$ cat config.mk
export PLATFORM = sky130hd
export DESIGN_NAME = frame_playback_sequencer_flat
export DESIGN_NICKNAME = d
export VERILOG_FILES = /design/src/rtl/core/fps_pkg.sv /design/src/rtl/core/fps_if.sv /design/src/rtl/core/frame_playback_sequencer.sv /design/src/rtl/core/fps_in_stage.sv /design/src/rtl/core/fps_engine.sv /design/src/flat_wrapper.sv
export SDC_FILE = /design/constraint.sdc
export NUM_CORES = 1
export LEC_CHECK = 0
export ABC_AREA = 1
export BUFFER_PORTS_ARGS = -buffer_cell sky130_fd_sc_hd__buf_2
export CAP_MARGIN = 20
export CORE_MARGIN = 10
export CORE_UTILIZATION = 35
export CTS_CLUSTER_SIZE = 30
export DETAILED_ROUTE_END_ITERATION = 10
export PLACE_DENSITY = 0.54
export SKIP_CTS_REPAIR_TIMING = 1
export SYNTH_ARGS = -nofsm -noshare
export SYNTH_HDL_FRONTEND = slang
export SYNTH_SLANG_ARGS = --single-unit
export TNS_END_PERCENT = 20
$ cat constraint.sdc
create_clock -name clk -period 3.1 [get_ports clk]
set_input_delay 0.31 -clock clk [delete_from_list [all_inputs] [get_ports clk]]
set_output_delay 0.31 -clock clk [all_outputs]
set_load 0.01 [all_outputs]
$ cat src/rtl/core/fps_pkg.sv
package fps_pkg;

  localparam int FRAME_BITS       = 20;
  localparam int COUNT_BITS       = 14;
  localparam int SPEED_BITS       = 5;
  localparam int NUM_SPEEDS       = 17;
  localparam int TICKS_PER_SECOND = 1000;
  localparam int RESET_SPEED      = 10;
  localparam int FCOUNT_BITS      = FRAME_BITS + 1;

  localparam logic [COUNT_BITS-1:0] COUNT_MAX      = {COUNT_BITS{1'b1}};
  localparam logic [COUNT_BITS-1:0] RESET_INTERVAL = COUNT_BITS'(TICKS_PER_SECOND);
  localparam logic [SPEED_BITS-1:0] SPEED_RESET    = SPEED_BITS'(RESET_SPEED);
  localparam logic [SPEED_BITS-1:0] SPEED_LAST     = SPEED_BITS'(NUM_SPEEDS - 1);

  typedef enum logic [3:0] {
    MODE_TICK      = 4'd0,
    MODE_PLAY_FWD  = 4'd1,
    MODE_PLAY_REV  = 4'd2,
    MODE_STOP      = 4'd3,
    MODE_NEXT      = 4'd4,
    MODE_PREV      = 4'd5,
    MODE_SET_FRAME = 4'd6,
    MODE_FASTER    = 4'd7,
    MODE_SLOWER    = 4'd8,
    MODE_SET_SPEED = 4'd9
  } mode_t;

  typedef struct packed {
    logic [3:0]            mode;
    logic [FRAME_BITS-1:0] frame_value;
    logic [SPEED_BITS-1:0] speed_value;
  } item_t;

  typedef struct packed {
    logic [FRAME_BITS-1:0] frame;
    logic                  frame_event;
    logic                  running;
    logic [SPEED_BITS-1:0] speed_index;
    logic                  reverse_flag;
  } result_t;

  // Tick interval in ms per speed step: 1000/fps, truncated.
  function automatic logic [COUNT_BITS-1:0] speed_interval(input logic [SPEED_BITS-1:0] idx);
    logic [COUNT_BITS-1:0] iv;
    unique case (idx)
      5'd0:    iv = 14'd15000;
      5'd1:    iv = 14'd10000;
      5'd2:    iv = 14'd5000;
      5'd3:    iv = 14'd4000;
      5'd4:    iv = 14'd3000;
      5'd5:    iv = 14'd2000;
      5'd6:    iv = 14'd1000;
      5'd7:    iv = 14'd500;
      5'd8:    iv = 14'd333;
      5'd9:    iv = 14'd250;
      5'd10:   iv = 14'd200;
      5'd11:   iv = 14'd100;
      5'd12:   iv = 14'd66;
      5'd13:   iv = 14'd50;
      5'd14:   iv = 14'd40;
      5'd15:   iv = 14'd33;
      default: iv = 14'd16;
    endcase
    return iv;
  endfunction

endpackage

$ cat src/rtl/core/fps_if.sv
interface fps_cmd_if;
  logic                          valid;
  logic                          ready;
  logic [3:0]                    mode;
  logic [fps_pkg::FRAME_BITS-1:0] frame_value;
  logic [fps_pkg::SPEED_BITS-1:0] speed_value;
  modport source (output valid, mode, frame_value, speed_value, input ready);
  modport sink (input valid, mode, frame_value, speed_value, output ready);
endinterface

interface fps_res_if;
  logic                          valid;
  logic                          ready;
  logic [fps_pkg::FRAME_BITS-1:0] frame;
  logic                          frame_event;
  logic                          running;
  logic [fps_pkg::SPEED_BITS-1:0] speed_index;
  logic                          reverse_flag;
  modport source (output valid, frame, frame_event, running, speed_index, reverse_flag,
                  input ready);
  modport sink (input valid, frame, frame_event, running, speed_index, reverse_flag,
                output ready);
endinterface

interface fps_cfg_if;
  logic                           valid;
  logic                           ready;
  logic [fps_pkg::FCOUNT_BITS-1:0] frame_count;
  modport source (output valid, frame_count, input ready);
  modport sink (input valid, frame_count, output ready);
endinterface

$ cat src/rtl/core/frame_playback_sequencer.sv
// Frame playback sequencer: one request (command or 1 ms tick) per cycle
// while results are taken. A request loads the input register at the accept,
// and the state update loads the result register once that register is free.
// Throughput: 1 request per cycle unless res.ready stalls the result register.
// Reset (rst, synchronous): stopped, forward, frame 0, speed index 10,
// interval 1000 ms, one-frame sequence, no pending request or result.
module frame_playback_sequencer (
  input logic    clk,
  input logic    rst,
  fps_cmd_if.sink   cmd,
  fps_res_if.source res,
  fps_cfg_if.sink   cfg
);
  import fps_pkg::*;

  item_t   in_item;
  item_t   q_item;
  logic    q_valid;
  logic    advance;
  logic    res_valid;
  result_t res_data;

  // Pack the incoming request.
  assign in_item.mode        = cmd.mode;
  assign in_item.frame_value = cmd.frame_value;
  assign in_item.speed_value = cmd.speed_value;

  // The held request moves into the result register whenever that register
  // is empty or being drained this cycle, so the pipe never bubbles.
  assign advance = q_valid && (!res_valid || res.ready);

  fps_in_stage u_in_stage (
    .clk      (clk),
    .rst      (rst),
    .in_valid (cmd.valid),
    .in_ready (cmd.ready),
    .in_item  (in_item),
    .advance  (advance),
    .q_valid  (q_valid),
    .q_item   (q_item)
  );

  // Config writes are always taken; the user must change the sequence length
  // only while the block is idle, which the block itself does not enforce.
  assign cfg.ready = 1'b1;

  fps_engine u_engine (
    .clk             (clk),
    .rst             (rst),
    .advance         (advance),
    .item            (q_item),
    .cfg_we          (cfg.valid),
    .cfg_frame_count (cfg.frame_count),
    .res_ready       (res.ready),
    .res_valid       (res_valid),
    .res_data        (res_data)
  );

  assign res.valid        = res_valid;
  assign res.frame        = res_data.frame;
  assign res.frame_event  = res_data.frame_event;
  assign res.running      = res_data.running;
  assign res.speed_index  = res_data.speed_index;
  assign res.reverse_flag = res_data.reverse_flag;

endmodule

$ cat src/rtl/core/fps_in_stage.sv
module fps_in_stage (
  input  logic           clk,
  input  logic           rst,
  input  logic           in_valid,
  output logic           in_ready,
  input  fps_pkg::item_t in_item,
  input  logic           advance,
  output logic           q_valid,
  output fps_pkg::item_t q_item
);
  import fps_pkg::*;

  logic take;

  assign in_ready = !q_valid || advance;
  assign take     = in_valid && in_ready;

  always_ff @(posedge clk) begin
    if (rst) begin
      q_valid <= 1'b0;
    end else if (take) begin
      q_valid <= 1'b1;
    end else if (advance) begin
      q_valid <= 1'b0;
    end
  end

  always_ff @(posedge clk) begin
    if (take) begin
      q_item <= in_item;
    end
  end

endmodule

$ cat src/rtl/core/fps_engine.sv
module fps_engine (
  input  logic                            clk,
  input  logic                            rst,
  input  logic                            advance,
  input  fps_pkg::item_t                  item,
  input  logic                            cfg_we,
  input  logic [fps_pkg::FCOUNT_BITS-1:0] cfg_frame_count,
  input  logic                            res_ready,
  output logic                            res_valid,
  output fps_pkg::result_t                res_data
);
  import fps_pkg::*;

  logic [FRAME_BITS-1:0] frame_now, frame_now_next;
  logic [FRAME_BITS-1:0] last_frame, last_frame_next;
  logic                  reverse_dir, reverse_dir_next;
  logic                  active, active_next;
  logic [SPEED_BITS-1:0] speed_sel, speed_sel_next;
  logic [COUNT_BITS-1:0] tick_interval, tick_interval_next;
  logic [COUNT_BITS-1:0] tick_count, tick_count_next;
  logic                  event_flag;
  logic [FRAME_BITS-1:0] frame_fwd, frame_bwd;
  logic [COUNT_BITS-1:0] count_inc;
  logic [SPEED_BITS-1:0] speed_up, speed_dn;
  logic [FCOUNT_BITS-1:0] fc_minus;
  mode_t                 mode;

  // Last frame: zero count acts as one frame, oversize count saturates.
  assign fc_minus = cfg_frame_count - FCOUNT_BITS'(1);
  always_comb begin
    if (cfg_frame_count == '0) begin
      last_frame_next = '0;
    end else if (fc_minus[FRAME_BITS]) begin
      last_frame_next = '1;
    end else begin
      last_frame_next = fc_minus[FRAME_BITS-1:0];
    end
  end

  assign frame_fwd = (frame_now >= last_frame) ? '0 : frame_now + FRAME_BITS'(1);
  assign frame_bwd = (frame_now == '0) ? last_frame : frame_now - FRAME_BITS'(1);
  assign count_inc = (tick_count != COUNT_MAX) ? tick_count + COUNT_BITS'(1) : tick_count;
  assign speed_up  = speed_sel + SPEED_BITS'(1);
  assign speed_dn  = speed_sel - SPEED_BITS'(1);
  assign mode      = mode_t'(item.mode);

  always_comb begin
    frame_now_next     = frame_now;
    reverse_dir_next   = reverse_dir;
    active_next        = active;
    speed_sel_next     = speed_sel;
    tick_interval_next = tick_interval;
    tick_count_next    = tick_count;
    event_flag         = 1'b0;
    unique case (mode)
      MODE_TICK: begin
        if (active) begin
          if (count_inc >= tick_interval) begin
            tick_count_next = '0;
            frame_now_next  = reverse_dir ? frame_bwd : frame_fwd;
            event_flag      = 1'b1;
          end else begin
            tick_count_next = count_inc;
          end
        end
      end
      MODE_PLAY_FWD, MODE_PLAY_REV: begin
        reverse_dir_next = (mode == MODE_PLAY_REV);
        active_next      = 1'b1;
        tick_count_next  = '0;
        event_flag       = 1'b1;
      end
      MODE_STOP: begin
        active_next = 1'b0;
      end
      MODE_NEXT: begin
        active_next    = 1'b0;
        frame_now_next = frame_fwd;
        event_flag     = 1'b1;
      end
      MODE_PREV: begin
        active_next    = 1'b0;
        frame_now_next = frame_bwd;
        event_flag     = 1'b1;
      end
      MODE_SET_FRAME: begin
        if (item.frame_value != frame_now) begin
          frame_now_next = (item.frame_value > last_frame) ? '0 : item.frame_value;
          event_flag     = 1'b1;
        end
      end
      MODE_FASTER: begin
        if (speed_sel < SPEED_LAST) begin
          speed_sel_next     = speed_up;
          tick_interval_next = speed_interval(speed_up);
          tick_count_next    = '0;
          active_next        = 1'b1;
        end
      end
      MODE_SLOWER: begin
        if (speed_sel != '0) begin
          speed_sel_next     = speed_dn;
          tick_interval_next = speed_interval(speed_dn);
          tick_count_next    = '0;
          active_next        = 1'b1;
        end
      end
      MODE_SET_SPEED: begin
        if (item.speed_value <= SPEED_LAST) begin
          speed_sel_next     = item.speed_value;
          tick_interval_next = speed_interval(item.speed_value);
          tick_count_next    = '0;
          active_next        = 1'b0;
        end
      end
      default: begin
      end
    endcase
  end

  always_ff @(posedge clk) begin
    if (rst) begin
      frame_now     <= '0;
      last_frame    <= '0;
      reverse_dir   <= 1'b0;
      active        <= 1'b0;
      speed_sel     <= SPEED_RESET;
      tick_interval <= RESET_INTERVAL;
      tick_count    <= '0;
      res_valid     <= 1'b0;
    end else begin
      if (advance) begin
        frame_now     <= frame_now_next;
        reverse_dir   <= reverse_dir_next;
        active        <= active_next;
        speed_sel     <= speed_sel_next;
        tick_interval <= tick_interval_next;
        tick_count    <= tick_count_next;
      end
      if (cfg_we) begin
        last_frame <= last_frame_next;
        frame_now  <= '0;
      end
      if (advance) begin
        res_valid <= 1'b1;
      end else if (res_ready) begin
        res_valid <= 1'b0;
      end
    end
  end

  always_ff @(posedge clk) begin
    if (advance) begin
      res_data.frame        <= frame_now_next;
      res_data.frame_event  <= event_flag;
      res_data.running      <= active_next;
      res_data.speed_index  <= speed_sel_next;
      res_data.reverse_flag <= reverse_dir_next;
    end
  end

endmodule

$ cat src/flat_wrapper.sv
// flat-port wrapper written by rule: the top's interface ports become plain ports
module frame_playback_sequencer_flat import fps_pkg::*;
  (clk, rst, cmd_valid, cmd_mode, cmd_frame_value, cmd_speed_value, cmd_ready, res_valid, res_frame, res_frame_event, res_running, res_speed_index, res_reverse_flag, res_ready, cfg_valid, cfg_frame_count, cfg_ready);
  fps_cmd_if cmd_i ();
  fps_res_if res_i ();
  fps_cfg_if cfg_i ();
  input logic clk;
  input logic rst;
  input wire logic [$bits(cmd_i.valid)-1:0] cmd_valid;
  input wire logic [$bits(cmd_i.mode)-1:0] cmd_mode;
  input wire logic [$bits(cmd_i.frame_value)-1:0] cmd_frame_value;
  input wire logic [$bits(cmd_i.speed_value)-1:0] cmd_speed_value;
  output wire logic [$bits(cmd_i.ready)-1:0] cmd_ready;
  output wire logic [$bits(res_i.valid)-1:0] res_valid;
  output wire logic [$bits(res_i.frame)-1:0] res_frame;
  output wire logic [$bits(res_i.frame_event)-1:0] res_frame_event;
  output wire logic [$bits(res_i.running)-1:0] res_running;
  output wire logic [$bits(res_i.speed_index)-1:0] res_speed_index;
  output wire logic [$bits(res_i.reverse_flag)-1:0] res_reverse_flag;
  input wire logic [$bits(res_i.ready)-1:0] res_ready;
  input wire logic [$bits(cfg_i.valid)-1:0] cfg_valid;
  input wire logic [$bits(cfg_i.frame_count)-1:0] cfg_frame_count;
  output wire logic [$bits(cfg_i.ready)-1:0] cfg_ready;
  assign cmd_i.valid = cmd_valid;
  assign cmd_i.mode = cmd_mode;
  assign cmd_i.frame_value = cmd_frame_value;
  assign cmd_i.speed_value = cmd_speed_value;
  assign cmd_ready = cmd_i.ready;
  assign res_valid = res_i.valid;
  assign res_frame = res_i.frame;
  assign res_frame_event = res_i.frame_event;
  assign res_running = res_i.running;
  assign res_speed_index = res_i.speed_index;
  assign res_reverse_flag = res_i.reverse_flag;
  assign res_i.ready = res_ready;
  assign cfg_i.valid = cfg_valid;
  assign cfg_i.frame_count = cfg_frame_count;
  assign cfg_ready = cfg_i.ready;
  frame_playback_sequencer u_core (.clk(clk), .rst(rst), .cmd(cmd_i), .res(res_i), .cfg(cfg_i));
endmodule
==> results.md, run 1 <==
* Die Width at 203 um
* Asr flop ratio synth at 0%
* Synth warn at 0
* Crit Path Max Fanout at 5
* Post-synth EDFFs at 57
* Die ar. at 0.0410 mm2
* Pre-CTS setup slack at -226 ps
* Met3 WL at 2.25 mm
* Seq cells post-synth at ~150
* Logic pwr share at 22.8%
* Grt ovf at 0
* H-tree Lvls at 4
* Net count after synthesis at 1912
* Setup-failing EPs final at 10
* Crit Path Class: reg2reg
* IR drop worst, VDD at 0.380 mV
* CP startpoint kind: register
* Placement Cell Area at 0.0129 mm2
* Max-slew headroom at a little over a third
* Detailed Route WL at slightly above 40 mm
* Synthesized cell area at around 0.012 mm2
* Top-level I/O count at 86
* N_diodes at 0
* Clock network fraction of total power at 38.3%
* Switching part of the total at 32.9%
* Unrepaired setup endpoints after global routing: yes
* Fin crit period at 3130 ps
* WP data required at 3310 ps
* Placer Congestion at 0.960
* Final Skew at 9.58 ps
* Hold WC Path Type: in2reg
* Hpwl dp at 31.8 mm
* CTS root buffer: clkbuf_16
* Avg Inst Size Synth at 6.55 um2
* Leak at 6.36 nW
* Number of global-route vias before repair at approximately 11000
* Period utilisation layout at 101%
* Core footprint at 0.0327 mm2
* Final worst-path setup slack at -28.4 ps
* Sequential fraction of the synthesis area at 30.3%
* Clk_lat worst skew at 450 ps
* Metal2 WL at 17.7 mm
* Max Cap Viol at 0
* Post-synthesis cell type count at 58
* Clock slew at reported path FFs at 70 ps
* PwrDens at 411 mW/mm2
* Register share of total power at 38.9%
* Failing checks: setup timing
* Area growth, synth to finish at 19.3%
* Fmax at 320 MHz
* PortBufs at 84
* Initial antenna violation count at 0
* Switching pwr at 1.88 mW
* GRT Overall Usage at between 10% and 20%
* WL/cell at 17.6 um
* Starting density of the core at a little over a third
* Slew Limit Fails at 0
* Cts bufs inserted at 17
* Pin slew with the least headroom to its limit at 962 ps
* Ys flop type: dfxtp_1
* DIE HEIGHT at 203 um
* Layout Utilization at 42.6%
* DRC Markers at 0
* Post-route ant nets at 0
* Worst Setup End Kind: register
* Status: finished with violations
* Share of cells above drive strength 1 at between 10% and 20%
* Clock tree sinks at 148
* CTS Buffer Depth at 2
* First-pass iteration count of the detailed router at 6
* First-pass GRT wire length at roughly 65 mm
* Largest net degree at the start of global routing at between 50 and 60
* Top routing layer in use: met4
* DR vias/cell at 5.05
* M1 WL at 20.7 mm
* DR iter-0 viols at 1009
* Int Power at 3.84 mW
* Final-stage net count at 2038
* Final hold vios at 0
* Placement Rows at 66
* Mapped Cells at between 1500 and 2000
* Via count at between 10000 and 15000
* Worst EP arrival at between 3000 and 4000 ps
* Final instance area at 0.0139 mm2
* CTS tree: built
==> flip-flops by register name, indices dropped and copies added (netlist names), named ones only <==
signal,cells
u_core.u_engine.active,1
u_core.u_engine.frame_now,20
u_core.u_engine.last_frame,20
u_core.u_engine.res_data,28
u_core.u_engine.res_valid,1
u_core.u_engine.reverse_dir,1
u_core.u_engine.speed_sel,5
u_core.u_engine.tick_count,14
u_core.u_engine.tick_interval,14
u_core.u_in_stage.q_item,29
u_core.u_in_stage.q_valid,1
==> worst paths after layout <==
check | startpoint | endpoint | slack [ps] | depth (start not counted)
min reg2reg | u_core.u_engine.tick_interval[7] | u_core.u_engine.tick_interval[7] | 480 | 2
min | cmd_frame_value[2] | u_core.u_in_stage.q_item[7] | 30 | 1
max reg2reg | u_core.u_engine.tick_count[4] | u_core.u_engine.res_data[9] | -30 | 22
max | u_core.u_engine.tick_count[4] | u_core.u_engine.res_data[9] | -30 | 22
==> final cells by class <==
cell class | instances | area, um2
clock inverters | 13 | 174
well taps | 442 | 553
fillers | 3506 | 18800
multi-input cells | 1354 | 7200
flip-flops and latches | 148 | 3540
clock buffers | 19 | 433
inverters | 206 | 788
repair buffers | 178 | 1230
==> per-layer routing <==
layer	track usage, %	vias to the layer above
met5	0	-
met2	29.7	358
met1	28.5	5430
li1	-	6058
met4	6.61	0
met3	3.09	63
==> cells in the mapped netlist (4+ instances only) <==
| cell | n | area share [%] |
|---|---|---|
| o21ai_0 | 75 | 3.2 |
| nor3_2 | 4 | 0.34 |
| edfxtp_1 | 57 | 15 |
| ha_1 | 78 | 8.4 |
| a41oi_1 | 5 | 0.38 |
| buf_6 | 6 | 0.58 |
| o22ai_1 | 18 | 0.97 |
| o2111ai_1 | 4 | 0.30 |
| nand4_1 | 39 | 2.1 |
| nand2_1 | 502 | 16 |
| o21ai_1 | 16 | 0.69 |
| inv_2 | 29 | 0.93 |
| clkinv_1 | 5 | 0.16 |
| nor2_2 | 18 | 0.97 |
| nor3_1 | 32 | 1.4 |
| or2_1 | 7 | 0.38 |
| xnor2_1 | 18 | 1.4 |
| dfxtp_1 | 91 | 16 |
| buf_2 | 24 | 1.0 |
| buf_4 | 9 | 0.58 |
| nor2_1 | 239 | 7.7 |
| nand3_1 | 112 | 4.8 |
| o211ai_1 | 11 | 0.71 |
| inv_1 | 171 | 5.5 |
| a21oi_1 | 93 | 4.0 |
| xor2_1 | 34 | 2.6 |
| clkbuf_1 | 30 | 0.97 |
==> critical path, stage by stage, from the launching register on <==
cell,delay [ps]
dfxtp_2,330
nand2_2,50
nor3_2,190
nand2_1,100
nor2_2,120
buf_4,130
nand4_1,150
buf_4,210
xor2_2,150
inv_1,60
ha_1,270
nand4_1,100
nor3_2,130
nand2_1,110
nand3_4,130
nand2_8,90
clkinv_8,90
clkbuf_16,150
nand3_2,70
nand2_1,70
nand2_1,60
nand2_2,80
inv_1,40
==> per-stage QoR <==
stage	power (mW)	setup TNS (ps)	hold slack (ps)	cells
2_1_floorplan	3.10	-38.0	409	1779
3_3_place_gp	3.52	-3050	467	2318
3_5_place_dp	3.53	-6030	470	2318
4_1_cts	5.73	-7230	13.7	2350
5_1_grt	6.02	-8530	10.4	2360
6_report	5.72	-106	30.1	2360
==> cells in the final DEF (no fill, tap or decap), drive strengths merged, types with 4 or more instances in the layout <==
cell type    n
nand2      505
xor2        34
buf        174
nand3      114
o22ai       18
o211ai      11
nand4       39
a21oi       95
nor2       259
a41oi        5
clkbuf      23
nor3        37
edfxtp      57
dfxtp       91
o21ai       93
o2111ai      4
ha          78
xnor2       18
inv        205
or2          9
clkinv      11
==> cell families after synthesis <==
kind of cell,after synthesis,synth area share (%)
AOI/OAI and AO/OA,251,12.3
xor gates and xnor gates,52,3.91
adders and majority gates,78,8.37
buffers and inverters,277,9.97
DFF,148,30.3
muxes,1,0.0966
other,1,0.0322
and+or+nand+nor,971,35.1
==> power groups by stage <==
stage	clock, mW	combinational [mW]	sequential, mW
2_1_floorplan	0	0.862	2.24
3_3_place_gp	0	1.25	2.27
3_5_place_dp	0	1.26	2.27
4_1_cts	2.24	1.27	2.23
5_1_grt	2.32	1.46	2.24
6_report	2.19	1.30	2.23
No activity file was read; power rests on OpenSTA's default activity.
==> inputs of run 2 (changes only) <==
- BUFFER_PORTS_ARGS: -buffer_cell sky130_fd_sc_hd__buf_2 -> not set
- DONT_BUFFER_PORTS: not set -> 1
- PLACE_DENSITY: 0.54 -> 0.52
==> run 2 against run 1 <==
Net effect:
- the run ends with hold timing, setup timing left
- first-iteration DRC count rose by 2.9%
- clock skew rose by 3.9 ps
- final cell count fell by 2.6%
- highest routed layer unchanged
==> results.md, run 2 (synthesis results as in run 1) <==
* CP max stage delay at 330 ps (about the same)
* Starting density of the core at 35.7% (unchanged)
* Hold slack final at -27.1 ps (-57.2 ps)
* Max FFs per register at 29 (unchanged)
* Via count at 11888 (-0.18%)
* Die Width at 203 um (unchanged)
* DRC Markers at 0 (unchanged)
* PortBufs at 0 (-100%)
* Clk_lat worst skew at 460 ps (about the same)
* Commonest non-fill, non-tap cell in the layout: nand2_1
* Min-Delay Startpoint: rst
* Fin crit period at 3310 ps (+182 ps)
* Failing checks: hold timing, setup timing
* CTS Buffer Depth at 2 (unchanged)
* Status: finished with violations
* Most frequent cells in the layout: 492 x nand2_1, 239 x nor2_1, 167 x inv_1, 102 x nand3_1, 89 x dfxtp_1
* Top routing layer in use: met4
* DR iter-0 viols at 1038 (+2.9%)
* Biggest regs: u_core.u_in_stage.q_item (29), u_core.u_engine.res_data (28)
* Area growth, synth to finish at 16.5%
* Largest net degree at the start of global routing at 54 (-1.8%)
* Setup-failing EPs final at 40 (+30)
* Final worst-path setup slack at -211 ps (-182 ps)
* DR vias/cell at 5.17 (+2.5%)
* Initial antenna violation count at 0 (unchanged)
* Fmax at 302 MHz (-5.5%)
* Worst Setup End Kind: register
* Detailed Route WL at 41.8 mm (+0.59%)
* Inst Count DP at 2229 (-3.8%)
* Placement Rows at 66 (unchanged)
* Critical Path Slowest Stage Cell: dfxtp_2
* Placer Congestion at 0.948 (-1.2%)
* Hold path depth at 2 (+1)
* WL/cell at 18.2 um (+3.3%)
* Biggest register: u_core.u_in_stage.q_item
* Reg2reg start: u_core.u_engine.tick_count[3]
* Worst EP arrival at 3530 ps (+190 ps)
* IR drop worst, VDD at 0.359 mV (-5.5%)
* Clock tree sinks at 148 (unchanged)
* WP data required at 3320 ps (about the same)
* Final hold vios at 1 (+1)
* Top-level I/O count at 86 (unchanged)
* CP Depth at 20 (-9.1%)
* CTS root buffer: clkbuf_16
* Slew Limit Fails at 0 (unchanged)
* RR Endpoint: u_core.u_engine.res_data[15]
* Share of cells above drive strength 1 at 11.8% (-5.3 points)
* Fill cells at 3510 (+0.11%)
* Leak at 6.10 nW (-4.1%)
* Unrepaired setup endpoints after global routing: yes
* Final non-filler cell total at 2299 (-2.6%)
* Min-Delay Endpoint: u_core.u_engine.speed_sel[3]
* Post-route ant nets at 0 (unchanged)
* Pre-CTS setup slack at -239 ps (-13.1 ps)
* R2R setup slack at -210 ps (-180 ps)
* Hpwl dp at 31.4 mm (-1.4%)
* Pwr Total at 5.45 mW (-4.7%)
* Period utilisation layout at 107% (+5.9 points)
* Top delay family on crit path: simple AND/OR/NAND/NOR gates
* Max-slew headroom at 33.4% (-2.4 points)
* Final Skew at 13.5 ps (+3.93 ps)
* CTS tree: built
* Number of global-route vias before repair at 10926 (-3.5%)
* GRT Overall Usage at 19.7% (-0.18 points)
* Crit Path Class: reg2reg
* Metal2 WL at 18.0 mm (+1.6%)
* Max Cap Viol at 0 (unchanged)
* First-pass GRT wire length at 63.6 mm (-1.3%)
* Clock slew at reported path FFs at 70 ps (about the same)
* Most used cell, CP: nand2_1
* PwrDens at 401 mW/mm2 (-2.4%)
* N_diodes at 0 (unchanged)
* First-pass iteration count of the detailed router at 6 (unchanged)
* Pin slew with the least headroom to its limit at 998 ps (+36.6 ps)
* Worst path cell trace: inv_2 -> nor3_4 -> nand2_1 -> nor2_2 -> nand4_1 -> buf_4 -> mux2_4 -> ha_4 -> nand4_1 -> nor3_2 -> nand2_1 -> nand3_2 -> nand2_4 -> inv_8 -> clkbuf_16 -> nand3_2 -> nand3_2 -> nand2_1 -> nand2_1 -> inv_1
* M1 WL at 20.2 mm (-2.1%)
* R2R cell count at 20 (-9.1%)
* Met3 WL at 2.57 mm (+14%)
* Final TNS setup at -5310 ps (-5200 ps)
* Die ar. at 0.0410 mm2 (unchanged)
* DIE HEIGHT at 203 um (unchanged)
* Crit Path Max Fanout at 5 (unchanged)
* CP startpoint kind: register
* Buffers & Inverters on Critical Path at 5 (-1)
* Final-stage net count at 1977 (-3.0%)
* H-tree Lvls at 4 (unchanged)
* Grt ovf at 0 (unchanged)
* Hold WC Path Type: in2reg
* Cts bufs inserted at 17 (unchanged)
* Core footprint at 0.0327 mm2 (unchanged)
-- run 2: worst register-to-register path, delay by kind of cell, from the launching register on --
kind	cells	cell delay [ps]
simple gates	13	1540
buf+inv	5	600
flops	1	330
mux	1	320
fa+ha+maj	1	270
-- run 2: cell type report --
type,count,area (um2),share of cell area (%)
repair buffers,117,1050,7.76
clock buffers,19,433,3.19
well taps,442,553,4.07
multi-input cells,1354,7120,52.5
clock inverters,13,100,0.737
flip-flops and latches,148,3540,26.0
inverters,206,783,5.77
-- run 2: where the power goes --
part | internal [mW] | switching (mW) | total (mW)
clock | 1.03 | 0.925 | 1.96
combinational | 0.403 | 0.843 | 1.25
sequential | 2.14 | 0.108 | 2.25
-- run 2: metrics by stage --
step	util (%)	cell area (um2)	hold WS, ps
2_1_floorplan	-	11700	409
5_1_grt	41.5	13600	-2.05
6_report	41.5	13600	-27.1
4_1_cts	39.7	13000	-82.3
3_5_place_dp	38.1	12500	405
3_3_place_gp	38.1	12500	403
-- run 2: metal layers --
| metal | GRT usage [%] | vias to the layer above |
|---|---|---|
| li1 | - | 5946 |
| met1 | 27.8 | 5490 |
| met2 | 29.1 | 390 |
| met3 | 4.23 | 62 |
| met4 | 6.42 | 0 |
| met5 | 0 | - |
-- run 2: worst max path at each step --
stage | startpoint | endpoint
floorplan | u_core.u_engine.tick_count[2] | u_core.u_engine.res_data[25]
global placement | u_core.u_engine.tick_count[2] | u_core.u_engine.res_data[10]
detailed placement | u_core.u_engine.tick_count[2] | u_core.u_engine.res_data[8]
CTS | u_core.u_engine.tick_count[2] | u_core.u_engine.res_data[8]
global route | u_core.u_engine.tick_count[3] | u_core.u_engine.res_data[17]
finish | u_core.u_engine.tick_count[3] | u_core.u_engine.res_data[15]
